--- src/rtl/canq_pkg.sv ---
package canq_pkg;

    // Queue geometry.
    localparam int FIFO_DEPTH = 16;
    localparam int CHANNELS   = 2;
    localparam int NSLOT      = CHANNELS * FIFO_DEPTH;
    localparam int PTR_W      = $clog2(FIFO_DEPTH);
    localparam int ADDR_W     = (NSLOT > 1) ? $clog2(NSLOT) : 1;

    // Frame fields and the stored word layout: header low, data high.
    localparam int ID_W    = 29;
    localparam int LEN_W   = 4;
    localparam int DATA_W  = 64;
    localparam int HDR_W   = ID_W + 2 + LEN_W;
    localparam int FRAME_W = HDR_W + DATA_W;
    localparam int BYTES   = DATA_W / 8;

    // Operation codes of an input word.
    typedef enum logic [2:0] {
        OP_RX_PUT   = 3'd0,
        OP_RX_GET   = 3'd1,
        OP_TX_SEND  = 3'd2,
        OP_TX_DONE  = 3'd3,
        OP_RX_CLEAR = 3'd4
    } op_t;

    // Controller states.
    typedef enum logic [1:0] {
        ST_IDLE,
        ST_EXEC,
        ST_POP,
        ST_LOAD
    } state_t;

    // Commands from the controller to the datapath.
    typedef struct packed {
        logic latch;
        logic exec;
        logic pop;
        logic load;
    } canq_cmd_t;

    // Status from the datapath to the controller.
    typedef struct packed {
        logic out_free;
    } canq_stat_t;

endpackage

--- src/rtl/canq_ctrl.sv ---
module canq_ctrl
    import canq_pkg::*;
(
    input  logic       clk,
    input  logic       rst_n,
    input  logic       in_valid,
    output logic       in_ready,
    input  canq_stat_t stat,
    output canq_cmd_t  cmd
);

    state_t state_reg;
    state_t state_next;

    // State register.
    always_ff @(posedge clk or negedge rst_n)
    begin
        if (!rst_n)
        begin
            state_reg <= ST_IDLE;
        end
        else
        begin
            state_reg <= state_next;
        end
    end

    // Next state: accept, update pointers, read the ring, hand off the result.
    always_comb
    begin
        state_next = state_reg;
        unique case (state_reg)
            ST_IDLE:
            begin
                if (in_valid)
                begin
                    state_next = ST_EXEC;
                end
            end
            ST_EXEC:
            begin
                state_next = ST_POP;
            end
            ST_POP:
            begin
                state_next = ST_LOAD;
            end
            ST_LOAD:
            begin
                if (stat.out_free)
                begin
                    state_next = ST_IDLE;
                end
            end
            default:
            begin
                state_next = ST_IDLE;
            end
        endcase
    end

    // Outputs decoded from the state.
    always_comb
    begin
        in_ready  = (state_reg == ST_IDLE);
        cmd.latch = (state_reg == ST_IDLE) && in_valid;
        cmd.exec  = (state_reg == ST_EXEC);
        cmd.pop   = (state_reg == ST_POP);
        cmd.load  = (state_reg == ST_LOAD) && stat.out_free;
    end

endmodule

--- config.mk ---
export PLATFORM = sky130hd
export DESIGN_NAME = canq_ctrl
export DESIGN_NICKNAME = d
export VERILOG_FILES = /design/src/rtl/canq_pkg.sv /design/src/rtl/canq_ctrl.sv
export SDC_FILE = /design/constraint.sdc
export NUM_CORES = 1
export LEC_CHECK = 0
export BUFFER_PORTS_ARGS = -buffer_cell sky130_fd_sc_hd__buf_4
export CAP_MARGIN = 10
export CORE_AREA = 3 3 40 42
export DETAILED_ROUTE_END_ITERATION = 8
export DIE_AREA = 0 0 43 45
export PLACE_DENSITY_LB_ADDON = 0.12
export SYNTH_ARGS = -nofsm -noshare
export SYNTH_HDL_FRONTEND = slang
export SYNTH_SLANG_ARGS = --single-unit
--- constraint.sdc ---
create_clock -name clk -period 3.3 [get_ports clk]
set_input_delay 0.33 -clock clk [delete_from_list [all_inputs] [get_ports clk]]
set_output_delay 0.33 -clock clk [all_outputs]
set_load 0.05 [all_outputs]
==> impl_results.md <==
* Status: complete, no violations
* Fin. Hold Viols at 0
* GR peak layer: met2
* Critical path startpoint category: flop
* WP data arrival at 1.27 ns
* Largest net degree at the start of global routing at 5
* Endpoints failing setup at 0
* Io pins at 9
* CP bufs+invs at 2
* Worst r2r src: state_reg[0]
* Initial antenna violation count at 0
* Worst rel slew slack at 0.897
* Layout cells sized above 1 at 0.593
* DIE WIDTH at 43 um
* Die Ht at 45 um
* Fmax achieved at 0.624 GHz
* CP top delay family: flip-flops
* WL/cell at approximately 8.5 um
* Slowest cell delay on critical path at roughly 0.4 ns
* First-pass GRT wire length at roughly 610 um
* Clk slew on worst S/H paths at around 0.03 ns
* M1 GR Usage at 0.0458
* Grt met2 use at 0.0659
* PortBufs at 8
* Final period util at 0.485
* Max Slew Vio Count at 0
* GRT Total Usage at 0.0466
* Drt total wl at between 300 and 400 um
* Clk buf depth at 2
* Sequential fraction of the synthesis area at 0.288
* Vias in the first global route at 151
* TritonCTS clock tree: yes
* Total Neg Setup Slack at 0 ns
* Clock Latency Late Sink at between 0.2 and 0.25 ns
* Htree depth at 1
* Post-route minimum period at 1.60 ns
* GR Overflow Total at 0
* R2R setup slack at between 1.5 and 2 ns
* Worst r2r path cells at 4
* Final cell count without fillers at 42
* Area Growth Syn to Fin at 64.0%
* Crit. End Element: output pin
* Commonest non-fill, non-tap cell in the layout: buf_4
* Via count at 138
* Drt via density at 3.29
* Worst-path maximum fanout at 4
* Hold Crit Class: primary input to asynchronous set/reset pin
* Crit path to: cmd[3]
* Maxcap violations at 0
* Clock sink count at 2
* Pre-antenna DRT Iters at 2
* CP cell instances: inv_1 -> ha_1 -> and2_1 -> buf_4
* 1st-iter DRT viols at 1
* Syn Std Cell Area at 174 um2
* RR Endpoint: state_reg[1]
* Fin nets at 37
* Number of fill cells at 150
* Routability cong. at ~0.57
* Antenna Cells at 0
* CTS Buf Count at 3
* Post-route DRC at 0
* Max reg flops at 2
* Mapped Cells at 15
* RSZ-0062 raised after global routing: false
* Worst-Margin Slew at 0.155 ns
* Met3 usage at 0.0239
* Cts repair resizes at 0
* Required @ worst endpoint at 2.97 ns
* Synthesized net count at 23
* Commonest cells after routing, fill and taps aside: 8 x buf_4, 4 x ha_1, 3 x inv_1, 3 x clkbuf_4, 2 x dfrtp_1
* Mapped Avg Cell Area at 11.6 um2
* Antenna-violating nets left at 0
* Row cnt at 13
* Inst Count DP at 38
* Worst setup startpoint: state_reg[0]
* Initial Util at 0.135
* Core Area at approximately 1300 um2
* Ys Warns at 0
* Crit Path Category: flop to output pin
* Post-CTS Setup Inserts at 0
* Root buffer cell: clkbuf_4
* Synth cell types at 9
* WP depth at 4
* Crit-path slowest cell: dfrtp_1
* Die area at a little under 2000 um2
* Worst Clk Skew at 0.000941 ns
* #FFs+latches synth at 2
==> synth_stat cells (all sizes together) <==
library cell  instances  area [um2]
ha                    4        50.1
dfrtp                 2        50.1
a21oi                 1        8.76
nor2b                 1        13.8
mux2                  1        15.0
o32a                  1        11.3
inv                   3        11.3
and2                  2        13.8
==> how the worst min path moves through the flow <==
stage                               to  slack, ns  cells past startpoint
after floorplan           state_reg[0]       0.03                      0
after CTS                 state_reg[1]       0.41                      2
after detailed placement  state_reg[1]       0.11                      1
after global placement    state_reg[1]       0.11                      1
final                     state_reg[1]       0.43                      2
after global routing      state_reg[1]       0.43                      2
==> stage by stage <==
stage	util	setup slack [ns]	area (um2)	hold WS [ns]
floorplan	-	1.47	174	0.0344
global placement	0.197	1.92	253	0.112
detailed placement	0.197	1.91	253	0.114
CTS	0.222	1.67	285	0.413
global route	0.222	1.61	285	0.433
finish	0.222	1.70	285	0.427
==> what timing repair did <==
action	4_1_cts	5_1_grt
setup endpoints to repair	0	0
hold buffers	1	0
endpoints found under the hold margin	2	0
==> cells by family after synthesis <==
family	Yosys count	share of synthesized area
simple gates	3	0.158
compound gates	2	0.115
flops	2	0.288
buf+inv	3	0.0647
mux	1	0.0863
fa+ha+maj	4	0.288
==> worst reg2reg max path: stages (launching register included) <==
cell	delay, ns
dfrtp_1	0.40
ha_1	0.22
nor2b_4	0.13
a21oi_2	0.14
mux2_4	0.31
==> area by class of cell <==
class / instances / area, um2 / area share
tap: 15 / 18.8 / 0.0658
sequential: 2 / 50.0 / 0.175
clock buffer: 3 / 22.5 / 0.0789
multi-input combinational: 10 / 113 / 0.395
timing repair buffer: 9 / 70.1 / 0.246
inverter: 3 / 11.3 / 0.0395
==> layer usage <==
metal	up-vias	routed length [um]
met1	60	150
met2	5	187
met3	0	21
met5	-	0
li1	73	-
met4	0	0
Power is not shown: default switching activity piles up to over one toggle a cycle in this logic, so the estimate is an artifact.
